### src/rsbs_pkg.sv
`timescale 1ns / 1ps
`default_nettype none
// ----------------------------------------------------------------------------
// rsbs_pkg: shared types and constants of the radio scan back-off scheduler
// holds register layout, reset values, action codes and the state and result
// records passed between the top level and the step logic
// ----------------------------------------------------------------------------
package rsbs_pkg;

	localparam int TIME_W    = 32;
	localparam int PERIOD_W  = 27;
	localparam int TIMEOUT_W = 20;
	localparam int DRY_W     = 10;
	localparam int FOUND_W   = 8;
	localparam int ADDR_W    = 5;
	localparam int DATA_W    = 32;

	localparam logic [DRY_W-1:0] DRY_MAX = DRY_W'(1000);

	localparam logic                 RST_AUTO_EN     = 1'b1;
	localparam logic [PERIOD_W-1:0]  RST_CONN_PERIOD = PERIOD_W'(600000);
	localparam logic [PERIOD_W-1:0]  RST_SHORT_PER   = PERIOD_W'(120000);
	localparam logic [PERIOD_W-1:0]  RST_LONG_PER    = PERIOD_W'(300000);
	localparam logic [PERIOD_W-1:0]  RST_RETRY_DLY   = PERIOD_W'(30000);
	localparam logic [TIMEOUT_W-1:0] RST_TIMEOUT     = TIMEOUT_W'(5000);
	localparam logic [DRY_W-1:0]     RST_DRY_THR     = DRY_W'(5);

	typedef enum logic [2:0] {
		ACT_NONE     = 3'd0,
		ACT_EVAL     = 3'd1,
		ACT_RETRY    = 3'd2,
		ACT_DISC     = 3'd3,
		ACT_STARTED  = 3'd4,
		ACT_GAVE_UP  = 3'd5
	} action_t;

	typedef enum logic [2:0] {
		REG_AUTO_EN     = 3'd0,
		REG_CONN_PERIOD = 3'd1,
		REG_SHORT_PER   = 3'd2,
		REG_LONG_PER    = 3'd3,
		REG_RETRY_DLY   = 3'd4,
		REG_TIMEOUT     = 3'd5,
		REG_DRY_THR     = 3'd6
	} reg_idx_t;

	typedef struct packed {
		logic                 auto_en;
		logic [PERIOD_W-1:0]  conn_period;
		logic [PERIOD_W-1:0]  short_period;
		logic [PERIOD_W-1:0]  long_period;
		logic [PERIOD_W-1:0]  retry_delay;
		logic [TIMEOUT_W-1:0] start_timeout;
		logic [DRY_W-1:0]     dry_thr;
	} cfg_t;

	typedef struct packed {
		logic             prev_screen;
		logic             scanning;
		logic             pending;
		logic [DRY_W-1:0] dry_count;
	} flags_t;

	typedef struct packed {
		logic               screen_on;
		logic               link_connected;
		logic               user_disabled;
		logic               reconnect_allowed;
		logic               scan_running;
		logic [FOUND_W-1:0] scan_found;
		logic               scan_start_ok;
	} tick_t;

	typedef struct packed {
		action_t            action;
		logic               start_attempt;
		logic [FOUND_W-1:0] networks_found;
		logic               scan_busy;
	} res_t;

endpackage
`default_nettype wire

### src/rsbs_step.sv
`timescale 1ns / 1ps
`default_nettype none
// ----------------------------------------------------------------------------
// rsbs_step: next-state and action logic for one tick
// polls a running scan, checks whether a scan is due, and handles start
// attempts and the start timeout
// ----------------------------------------------------------------------------
module rsbs_step #(
	parameter int TIME_WIDTH = rsbs_pkg::TIME_W
) (
	input  rsbs_pkg::cfg_t         cfg,
	input  rsbs_pkg::flags_t       st,
	input  logic [TIME_WIDTH-1:0]  last_scan,
	input  logic [TIME_WIDTH-1:0]  pending_since,
	input  logic [TIME_WIDTH-1:0]  now,
	input  rsbs_pkg::tick_t        tick,
	output rsbs_pkg::flags_t       st_nx,
	output logic [TIME_WIDTH-1:0]  last_scan_nx,
	output logic [TIME_WIDTH-1:0]  pending_since_nx,
	output rsbs_pkg::res_t         res
);

	localparam int CMP_W = (TIME_WIDTH > rsbs_pkg::PERIOD_W) ? TIME_WIDTH : rsbs_pkg::PERIOD_W;

	logic                          wake;
	logic                          gate_open;
	logic [rsbs_pkg::PERIOD_W-1:0] period;
	logic [TIME_WIDTH-1:0]         elapsed_last;
	logic [TIME_WIDTH-1:0]         since_eff;
	logic [TIME_WIDTH-1:0]         elapsed_pend;
	logic [TIME_WIDTH-1:0]         retry_time;
	logic                          due;
	logic                          timed_out;
	logic [rsbs_pkg::DRY_W-1:0]    dry_inc;

	assign wake      = tick.screen_on & ~st.prev_screen;
	assign gate_open = ~tick.user_disabled & tick.reconnect_allowed & cfg.auto_en;

	always_comb begin
		if (tick.link_connected) begin
			period = cfg.conn_period;
		end else if (st.dry_count >= cfg.dry_thr) begin
			period = cfg.long_period;
		end else begin
			period = cfg.short_period;
		end
	end

	assign elapsed_last = now - last_scan;
	assign due = (CMP_W'(elapsed_last) >= CMP_W'(period)) | (wake & ~tick.link_connected);

	// a freshly pending scan starts its timeout window at this tick
	assign since_eff    = st.pending ? pending_since : now;
	assign elapsed_pend = now - since_eff;
	assign timed_out    = CMP_W'(elapsed_pend) > CMP_W'(cfg.start_timeout);

	assign retry_time = now - TIME_WIDTH'(cfg.conn_period) + TIME_WIDTH'(cfg.retry_delay);
	assign dry_inc    = (st.dry_count < rsbs_pkg::DRY_MAX) ? st.dry_count + 1'b1 : st.dry_count;

	always_comb begin
		logic go;
		go                   = 1'b0;
		st_nx                = st;
		st_nx.prev_screen    = tick.screen_on;
		last_scan_nx         = last_scan;
		pending_since_nx     = pending_since;
		res.action           = rsbs_pkg::ACT_NONE;
		res.start_attempt    = 1'b0;
		res.networks_found   = '0;
		if (gate_open) begin
			if (st.scanning) begin
				if (!tick.scan_running) begin
					st_nx.scanning = 1'b0;
					if (tick.scan_found != '0) begin
						res.action         = rsbs_pkg::ACT_EVAL;
						res.networks_found = tick.scan_found;
					end else begin
						res.action   = rsbs_pkg::ACT_RETRY;
						last_scan_nx = retry_time;
					end
				end
			end else if (st.pending) begin
				go = 1'b1;
			end else if (due) begin
				last_scan_nx     = now;
				st_nx.dry_count  = tick.link_connected ? '0 : dry_inc;
				st_nx.pending    = 1'b1;
				pending_since_nx = now;
				if (tick.link_connected) begin
					go = 1'b1;
				end else begin
					res.action = rsbs_pkg::ACT_DISC;
				end
			end
			if (go) begin
				res.start_attempt = 1'b1;
				if (tick.scan_start_ok) begin
					st_nx.pending  = 1'b0;
					st_nx.scanning = 1'b1;
					res.action     = rsbs_pkg::ACT_STARTED;
				end else if (timed_out) begin
					st_nx.pending = 1'b0;
					last_scan_nx  = retry_time;
					res.action    = rsbs_pkg::ACT_GAVE_UP;
				end
			end
		end
		res.scan_busy = st_nx.pending | st_nx.scanning;
	end

endmodule
`default_nettype wire

### src/radio_scan_backoff_scheduler_unit.sv
`timescale 1ns / 1ps
`default_nettype none
// ----------------------------------------------------------------------------
// radio_scan_backoff_scheduler_unit: radio scan back-off scheduler
// takes one tick per transfer and returns one action per tick
// ----------------------------------------------------------------------------
// path: a result is offered once its tick has passed the tick register
// and then the result register
// throughput: one tick per cycle while the action channel is not stalled;
// scheduler state updates as a tick moves from tick into result register
// reset: clears valids and scheduler state, loads register defaults
module radio_scan_backoff_scheduler_unit #(
	parameter int TIME_WIDTH = rsbs_pkg::TIME_W
) (
	input  wire logic                              clk,
	input  wire logic                              arst_n,
	// tick channel
	input  wire logic                              tick_valid,
	output      logic                              tick_stall,
	input  wire logic [TIME_WIDTH-1:0]             now_ms,
	input  wire logic                              screen_on,
	input  wire logic                              link_connected,
	input  wire logic                              user_disabled,
	input  wire logic                              reconnect_allowed,
	input  wire logic                              scan_running,
	input  wire logic [rsbs_pkg::FOUND_W-1:0]      scan_found,
	input  wire logic                              scan_start_ok,
	// action channel
	output      logic                              act_valid,
	input  wire logic                              act_stall,
	output      logic [2:0]                        action,
	output      logic                              start_attempt,
	output      logic [rsbs_pkg::FOUND_W-1:0]      networks_found,
	output      logic                              scan_busy,
	// register port
	input  wire logic                              psel,
	input  wire logic                              penable,
	input  wire logic                              pwrite,
	input  wire logic [rsbs_pkg::ADDR_W-1:0]       paddr,
	input  wire logic [rsbs_pkg::DATA_W-1:0]       pwdata,
	output      logic [rsbs_pkg::DATA_W-1:0]       prdata,
	output      logic                              pready
);

	rsbs_pkg::cfg_t         cfg_q;
	rsbs_pkg::flags_t       st_q;
	rsbs_pkg::flags_t       st_nx;
	logic [TIME_WIDTH-1:0]  last_scan_q;
	logic [TIME_WIDTH-1:0]  last_scan_nx;
	logic [TIME_WIDTH-1:0]  pending_since_q;
	logic [TIME_WIDTH-1:0]  pending_since_nx;

	logic                   valid_s1;
	rsbs_pkg::tick_t        tick_s1;
	logic [TIME_WIDTH-1:0]  now_s1;
	rsbs_pkg::res_t         res_nx;
	rsbs_pkg::res_t         res_q;
	logic                   act_valid_q;

	logic                   advance;
	logic                   wr_en;
	rsbs_pkg::reg_idx_t     reg_idx;

	// register port
	assign pready  = 1'b1;
	assign wr_en   = psel & penable & pwrite;
	assign reg_idx = rsbs_pkg::reg_idx_t'(paddr[4:2]);

	always_ff @(posedge clk or negedge arst_n) begin
		if (!arst_n) begin
			cfg_q.auto_en       <= rsbs_pkg::RST_AUTO_EN;
			cfg_q.conn_period   <= rsbs_pkg::RST_CONN_PERIOD;
			cfg_q.short_period  <= rsbs_pkg::RST_SHORT_PER;
			cfg_q.long_period   <= rsbs_pkg::RST_LONG_PER;
			cfg_q.retry_delay   <= rsbs_pkg::RST_RETRY_DLY;
			cfg_q.start_timeout <= rsbs_pkg::RST_TIMEOUT;
			cfg_q.dry_thr       <= rsbs_pkg::RST_DRY_THR;
		end else if (wr_en) begin
			case (reg_idx)
				rsbs_pkg::REG_AUTO_EN:     cfg_q.auto_en       <= pwdata[0];
				rsbs_pkg::REG_CONN_PERIOD: cfg_q.conn_period   <= pwdata[rsbs_pkg::PERIOD_W-1:0];
				rsbs_pkg::REG_SHORT_PER:   cfg_q.short_period  <= pwdata[rsbs_pkg::PERIOD_W-1:0];
				rsbs_pkg::REG_LONG_PER:    cfg_q.long_period   <= pwdata[rsbs_pkg::PERIOD_W-1:0];
				rsbs_pkg::REG_RETRY_DLY:   cfg_q.retry_delay   <= pwdata[rsbs_pkg::PERIOD_W-1:0];
				rsbs_pkg::REG_TIMEOUT:     cfg_q.start_timeout <= pwdata[rsbs_pkg::TIMEOUT_W-1:0];
				rsbs_pkg::REG_DRY_THR:     cfg_q.dry_thr       <= pwdata[rsbs_pkg::DRY_W-1:0];
				default: ;
			endcase
		end
	end

	always_comb begin
		case (reg_idx)
			rsbs_pkg::REG_AUTO_EN:     prdata = rsbs_pkg::DATA_W'(cfg_q.auto_en);
			rsbs_pkg::REG_CONN_PERIOD: prdata = rsbs_pkg::DATA_W'(cfg_q.conn_period);
			rsbs_pkg::REG_SHORT_PER:   prdata = rsbs_pkg::DATA_W'(cfg_q.short_period);
			rsbs_pkg::REG_LONG_PER:    prdata = rsbs_pkg::DATA_W'(cfg_q.long_period);
			rsbs_pkg::REG_RETRY_DLY:   prdata = rsbs_pkg::DATA_W'(cfg_q.retry_delay);
			rsbs_pkg::REG_TIMEOUT:     prdata = rsbs_pkg::DATA_W'(cfg_q.start_timeout);
			rsbs_pkg::REG_DRY_THR:     prdata = rsbs_pkg::DATA_W'(cfg_q.dry_thr);
			default:                   prdata = '0;
		endcase
	end

	// handshake: result register frees up when empty or taken
	assign advance    = ~act_valid_q | ~act_stall;
	assign tick_stall = valid_s1 & ~advance;

	always_ff @(posedge clk or negedge arst_n) begin
		if (!arst_n) begin
			valid_s1 <= 1'b0;
		end else if (!tick_stall) begin
			valid_s1 <= tick_valid;
		end
	end

	always_ff @(posedge clk) begin
		if (!tick_stall && tick_valid) begin
			now_s1                    <= now_ms;
			tick_s1.screen_on         <= screen_on;
			tick_s1.link_connected    <= link_connected;
			tick_s1.user_disabled     <= user_disabled;
			tick_s1.reconnect_allowed <= reconnect_allowed;
			tick_s1.scan_running      <= scan_running;
			tick_s1.scan_found        <= scan_found;
			tick_s1.scan_start_ok     <= scan_start_ok;
		end
	end

	rsbs_step #(
		.TIME_WIDTH (TIME_WIDTH)
	) u_step (
		.cfg              (cfg_q),
		.st               (st_q),
		.last_scan        (last_scan_q),
		.pending_since    (pending_since_q),
		.now              (now_s1),
		.tick             (tick_s1),
		.st_nx            (st_nx),
		.last_scan_nx     (last_scan_nx),
		.pending_since_nx (pending_since_nx),
		.res              (res_nx)
	);

	// scheduler state
	always_ff @(posedge clk or negedge arst_n) begin
		if (!arst_n) begin
			st_q            <= '0;
			last_scan_q     <= '0;
			pending_since_q <= '0;
		end else if (valid_s1 && advance) begin
			st_q            <= st_nx;
			last_scan_q     <= last_scan_nx;
			pending_since_q <= pending_since_nx;
		end
	end

	// result register
	always_ff @(posedge clk or negedge arst_n) begin
		if (!arst_n) begin
			act_valid_q <= 1'b0;
		end else if (advance) begin
			act_valid_q <= valid_s1;
		end
	end

	always_ff @(posedge clk) begin
		if (advance && valid_s1) begin
			res_q <= res_nx;
		end
	end

	assign act_valid      = act_valid_q;
	assign action         = res_q.action;
	assign start_attempt  = res_q.start_attempt;
	assign networks_found = res_q.networks_found;
	assign scan_busy      = res_q.scan_busy;

endmodule
`default_nettype wire

### config.mk
export PLATFORM = sky130hd
export DESIGN_NAME = radio_scan_backoff_scheduler_unit
export DESIGN_NICKNAME = d
export VERILOG_FILES = /design/src/rsbs_pkg.sv /design/src/rsbs_step.sv /design/src/radio_scan_backoff_scheduler_unit.sv
export SDC_FILE = /design/constraint.sdc
export NUM_CORES = 1
export LEC_CHECK = 0
export ABC_CLOCK_PERIOD_IN_PS = 6100
export CAP_MARGIN = 15
export CORE_MARGIN = 3
export CORE_UTILIZATION = 38
export DETAILED_ROUTE_END_ITERATION = 6
export DONT_BUFFER_PORTS = 1
export HOLD_SLACK_MARGIN = 0.08
export PLACE_DENSITY_LB_ADDON = 0.25
export SLEW_MARGIN = 10
export SYNTH_ARGS = -nofsm -noshare
export SYNTH_HDL_FRONTEND = slang
export SYNTH_SLANG_ARGS = --single-unit
export TNS_END_PERCENT = 100
### constraint.sdc
create_clock -name clk -period 6.1 [get_ports clk]
set_input_delay 0.305 -clock clk [delete_from_list [all_inputs] [get_ports clk]]
set_output_delay 0.305 -clock clk [all_outputs]
set_load 0.1 [all_outputs]
==> results.md, run 1 <==
* Status: complete, no violations
* Placed Area at 0.0212 sq mm
* H-tree depth at 2
* Drc violations at 0
* Flops & latches, synth at 277
* Initial Util at 38.5%
* Final ANT Viol Nets at 0
* Global-route wire length before repair at 96.7 mm
* Setup TNS at 0 ps
* Synth cell count leaders: inv_1, nand2_1, dfrtp_1, a21oi_1, o21ai_0
* Area Overhead vs Synth at 18.5%
* Die area at 0.0549 sq mm
* Root Driver: clkbuf_16
* Worst hold start: penable
* Asr flop ratio synth at 78.7%
* # port buffers at 0
* F_max at 172 MHz
* Post-synth cell types at 79
* GRT Overall Usage at 22.8%
* Final Non-Filler Cells at 2964
* Critical Path Max Stage Delay at 540 ps
* CP Class: flip-flop to flip-flop
* Post-synthesis sequential area ratio at 36.7%
* Reg2reg start: cfg_q[0]
* Slew of the pin with the lowest slew margin at 1230 ps
* # placed instances at 2808
* Fraction of layout cells with a size suffix above 1 at 15.6%
* Wire per inst at 21.0 microns
* Leakage power at 0.0103 uW
* Hold WS at 196 ps
* Final Skew at 17.2 ps
* Final period util at 95.1%
* Unrepaired setup endpoints after global routing: no
* Reg clk slew, reported paths at 60 ps
* Die Y at 234 microns
* Netlist Area Pre-Place at 0.0198 sq mm
* Crit path DAT at 6240 ps
* Synth Instances at 2143
* Yosys warnings at 0
* Slew HR at 18.2%
* Vias per cell at 5.58
* Synth area leaders: dfrtp_1, ha_1, edfxtp_1
* Slowest cell on crit path: dfstp_2
* Routed WL at 62.4 mm
* Tightest Hold Check Type: input pin to flip-flop
* Core area at 0.0514 sq mm
* Area leader, netlist: dfrtp_1
* Pin count of the biggest net entering global routing at 219
* Fin area at 0.0235 sq mm
* Final hold violations at 0
* GP Congestion at 0.881
* DR iter-0 viols at 1240
* CP max FO at 6
* Setup violations, final at 0
* Top cell type's share of synthesized area at 22.8%
* Setup crit start kind: flip-flop
* Synth Area per Inst at 9.24 sq um
* Top_reg_cell synth: dfrtp_1
* CTS tree: yes
* Finished Core Util at 45.6%
* Cts bufs inserted at 37
* CTS max path bufs at 3
* Die X at 234 microns
* Via count at 16.5k
* Crit end category: flip-flop
* Pwr/cell area at 423 mW/mm^2
* Worst path most repeated cell: a21o_1
* Final Max Slew Viols at 0
* Gr ovfl total at 0
* I/O pin cnt at 138
* Number of nets in the layout at 2526
* Filler cell count at 4991
* # rows at 83
* Most common cell in the netlist: inv_1
* VDD IR max at 0.000217 V
* Hpwl dp at 46.7 mm
* Antenna cells at 0
* Critical Path RT at 6540 ps
* Iteration count of the initial detailed-routing pass at 5
* Fin crit period at 5800 ps
* Max-cap violations at 0
* Clock sink count at 277
* Clock Latency Late Sink at 560 ps
* Vias in the first global route at 16.6k
* CP Launch Point: cfg_q[0]
* Initial antenna violation count at 0
* Post-synth EDFFs at 59
cell families (layout without fill, tap and decap cells):
family          Yosys count  after routing  share of synthesized area (%)
simple gates            495            495                           11.4
other cells               2              6                         0.0379
xor+xnor                 80             80                           3.54
fa+ha+maj               181            181                           12.5
compound gates          627            627                           20.2
flops                   277            277                           36.7
buf+inv                 306            443                           6.03
mux                     175            175                           9.47
area by class of cell:
class                           instances  area, sq um  share of cell area, %
Sequential cell                       277         7280                   31.0
Clock buffer                           53         1060                   4.50
Inverter                              202          758                   3.23
Tap cell                              680          851                   3.63
Multi-Input combinational cell       1564        11600                   49.4
Clock inverter                         15          229                  0.976
Timing Repair Buffer                  173         1700                   7.24
timing repair:
action,4_1_cts,5_1_grt
pin swaps,1,6
endpoints found under the setup margin,26,67
endpoints found under the hold margin,405,0
setup buffers,2,2
hold buffers,83,0
gates resized for setup,1,27
stage by stage:
step                      power (uW)  worst slack, ps
after floorplan                 6050              417
after global placement          7330            -13.1
after detailed placement        7420             -100
after CTS                       9910             10.6
after global routing           10600             4.97
final                           9920              298
per-layer routing:
metal | wire length [microns] | global-route usage, % | vias up | part of all wire (%)
li1 | - | - | 7903 | -
met1 | 26200 | 28.2 | 8154 | 42
met2 | 32000 | 41.3 | 376 | 51
met3 | 2230 | 2.48 | 96 | 3.6
met4 | 1980 | 7.59 | 0 | 3.2
met5 | 0 | 0 | - | 0
cells in the final DEF, fill, tap and decap left out, types with 8 or more instances in the layout:
cell,instances
inv_1,202
nand2_1,185
dfrtp_1,179
o21ai_0,171
a21oi_1,166
ha_1,152
nor2_1,124
mux2_2,89
mux2i_1,84
dlygate4sd3_1,82
buf_4,77
edfxtp_1,59
a21o_1,49
xnor2_1,42
dfstp_2,38
xor2_1,37
clkbuf_16,37
nand3_1,35
fa_1,29
nor3_1,26
nand2b_1,22
nand4_1,21
a211oi_1,21
o211ai_1,20
a221oi_1,20
a31oi_1,18
and2_1,16
a21oi_2,13
a22oi_1,12
nor2b_1,12
o21a_1,10
o21bai_1,10
nor4_1,10
o221ai_1,10
clkbuf_1,9
and3_1,8
a221oi_2,8
path summary, 6_finish.rpt:
check	endpoint	slack, ps	cells past startpoint
max reg2reg	last_scan_q[28]	300	31
min	cfg_q[31]	200	3
min in group asynchronous	st_q[2]	500	2
min reg2reg	pending_since_q[26]	480	2
max	last_scan_q[28]	300	31
max in group asynchronous	st_q[10]	4710	2
flip-flops by register name, summed over array words and instances (netlist names):
signal,count
tick_s1,14
pending_since_q,32
cfg_q,139
last_scan_q,32
scan_busy,1
networks_found,8
action,3
start_attempt,1
now_s1,32
st_q,13
act_valid,1
valid_s1,1
critical path: cells and delay by family, from the launching register on:
family / cells / cell delay [ps]
AOI/OAI and AO/OA: 18 / 3040
and+or+nand+nor: 5 / 630
buffers and inverters: 5 / 820
DFF: 1 / 540
muxes: 1 / 150
adders and majority gates: 2 / 510
power by group:
| group | switching (uW) | internal (uW) |
|---|---|---|
| registers | 334 | 2290 |
| clock network | 897 | 1430 |
| logic | 3000 | 1960 |
Power figures use the tool's default switching activity.
==> inputs of run 2 (changes only) <==
--- a/config.mk
+++ b/config.mk
@@ -5,7 +5,7 @@
 export SDC_FILE = /design/constraint.sdc
 export NUM_CORES = 1
 export LEC_CHECK = 0
-export ABC_CLOCK_PERIOD_IN_PS = 6100
+export ABC_CLOCK_PERIOD_IN_PS = 6090
 export CAP_MARGIN = 15
 export CORE_MARGIN = 3
 export CORE_UTILIZATION = 38
==> constraint.sdc (replaced) <==
create_clock -name clk -period 6.09 [get_ports clk]
set_input_delay 0.3045 -clock clk [delete_from_list [all_inputs] [get_ports clk]]
set_output_delay 0.3045 -clock clk [all_outputs]
set_load 0.1 [all_outputs]
==> results.md, run 2 (same netlist as run 1, synthesis figures left out) <==
* Die Y at 234 microns
* Reg clk slew, reported paths at 60 ps
* Logic pwr share at 51.5%
* DR iter-0 viols at 1220
* Final period util at 95.3%
* Clock network power share at 21.6%
* GP Congestion at 0.916
* Iteration count of the initial detailed-routing pass at 6
* Initial antenna violation count at 0
* Critical Path Max Stage Delay at 540 ps
* Drc violations at 0
* Wire per inst at 20.6 microns
* Number of nets in the layout at 2552
* Clock sink count at 277
* Antenna cells at 0
* Final worst setup slack at 283 ps
* Final Max Slew Viols at 0
* Fraction of layout cells with a size suffix above 1 at 16.7%
* CP Class: flip-flop to flip-flop
* Vias in the first global route at 16.6k
* CTS tree: yes
* Placed Area at 0.0214 sq mm
* Worst hold start: penable
* Pin count of the biggest net entering global routing at 219
* Finished Core Util at 45.9%
* Switching power at 4200 uW
* Sequential share of power at 26.9%
* Crit end category: flip-flop
* Routed WL at 61.7 mm
* VDD IR max at 0.000232 V
* Leakage power at 0.0104 uW
* F_max at 172 MHz
* Slew of the pin with the lowest slew margin at 1250 ps
* # port buffers at 0
* Core area at 0.0514 sq mm
* Setup crit start kind: flip-flop
* Critical register-to-register path endpoint: last_scan_q[4]
* Final Skew at 21.6 ps
* Largest register FFs at 139
* Pwr/cell area at 413 mW/mm^2
* Fin crit period at 5810 ps
* Clock Latency Late Sink at 560 ps
* Commonest non-fill, non-tap cell in the layout: inv_1
* Buf+Inv Stages, Crit Path at 5
* Vias per cell at 5.55
* Hpwl dp at 46.6 mm
* Setup TNS at 0 ps
* Gr ovfl total at 0
* Critical Path RT at 6530 ps
* Die X at 234 microns
* Family with the most delay on the worst path: compound AO/OA/AOI/OAI gates
* Tightest Hold Check Type: input pin to flip-flop
* Max-cap violations at 0
* Fin area at 0.0236 sq mm
* # placed instances at 2833
* Worst path most repeated cell: a21o_1
* GRT Overall Usage at 22.5%
* Cell Int Power at 5560 uW
* CP max FO at 11
* # rows at 83
* Switching share of power at 43.0%
* Final Non-Filler Cells at 2989
* Initial Util at 38.5%
* Setup violations, final at 0
* Status: complete, no violations
* Reg2reg start: cfg_q[0]
* Commonest non-fill, non-tap cells in the layout: inv_1, nand2_1, dfrtp_1
* Worst reg-to-reg setup slack at 280 ps
* I/O pin cnt at 138
* Area Overhead vs Synth at 19.2%
* Hold EP: cfg_q[138]
* Reg with most FFs: cfg_q
* Slew HR at 16.8%
* Final ANT Viol Nets at 0
* Root Driver: clkbuf_16
* Cts bufs inserted at 36
* CTS max path bufs at 3
* Placement Setup Slack at -207 ps
* Via count at 16.6k
* H-tree depth at 2
* Final hold violations at 0
* Die area at 0.0549 sq mm
* Crit path DAT at 6250 ps
* R2R cell count at 29
* Global-route wire length before repair at 94.9 mm
* Slowest cell on crit path: dfstp_2
* Hold Crit Depth at 3
run 2: changes by cell type in the layout (fill, tap and decap cells not counted), moves of 2 or more:
cell       before  now
buf_4          77  101
o21ai_2         4    6
clkinv_2        5    7
buf_12          5    7
o21ai_0       171  168
bufinv_16       5    1
a211oi_1       21   17
a211oi_2        3    7
o21ai_1         5    7
run 2: area by class of cell:
cell class	instances	area [sq um]
well taps	680	851
clock buffers	53	1060
flip-flops and latches	277	7280
fillers	4950	27800
multi-input cells	1565	11600
repair buffers	199	1930
inverters	202	758
clock inverters	13	100
run 2: metrics by stage:
stage | power [uW] | hold WS (ps)
after global placement | 7380 | 15.9
after CTS | 9770 | 185
after global routing | 10500 | 223
final | 9760 | 211
after floorplan | 6060 | 8.91
after detailed placement | 7480 | 16.4
run 2: worst max path at each step:
stage	from	end	slack (ps)	cells past startpoint
2_1_floorplan	st_q[10]	last_scan_q[6]	410	29
3_3_place_gp	cfg_q[0]	st_q[3]	-50	30
3_5_place_dp	cfg_q[0]	st_q[2]	-210	30
4_1_cts	cfg_q[0]	last_scan_q[21]	9	30
5_1_grt	now_s1[0]	last_scan_q[4]	-30	33
6_report	cfg_q[0]	last_scan_q[4]	280	29
run 2: layer usage:
metal  routed length, microns  track usage [%]
met5                        0                0
met4                     2440             8.86
met3                     2490             3.00
met2                    31100             39.8
met1                    25700             27.6
run 2: what timing repair did:
item / in CTS / in global routing
gates cloned: 1 / 0
buffers inserted: 3 / 1
endpoints found under the hold margin: 405 / 0
endpoints found under the setup margin: 47 / 75
resized for setup: 8 / 29
hold buffers: 83 / 0
pin swaps: 4 / 7
run 2: power by group through the flow:
stage | logic [uW] | registers (uW) | clock network (uW)
global route | 5580 | 2670 | 2240
detailed placement | 4820 | 2650 | 0
global placement | 4740 | 2640 | 0
floorplan | 3510 | 2550 | 0
CTS | 4980 | 2620 | 2170
finish | 5030 | 2620 | 2110
run 2: worst min-delay path, delay by kind of cell:
kind	cells	cell delay (ps)
AND/OR/NAND/NOR	2	220
multiplexers	1	210
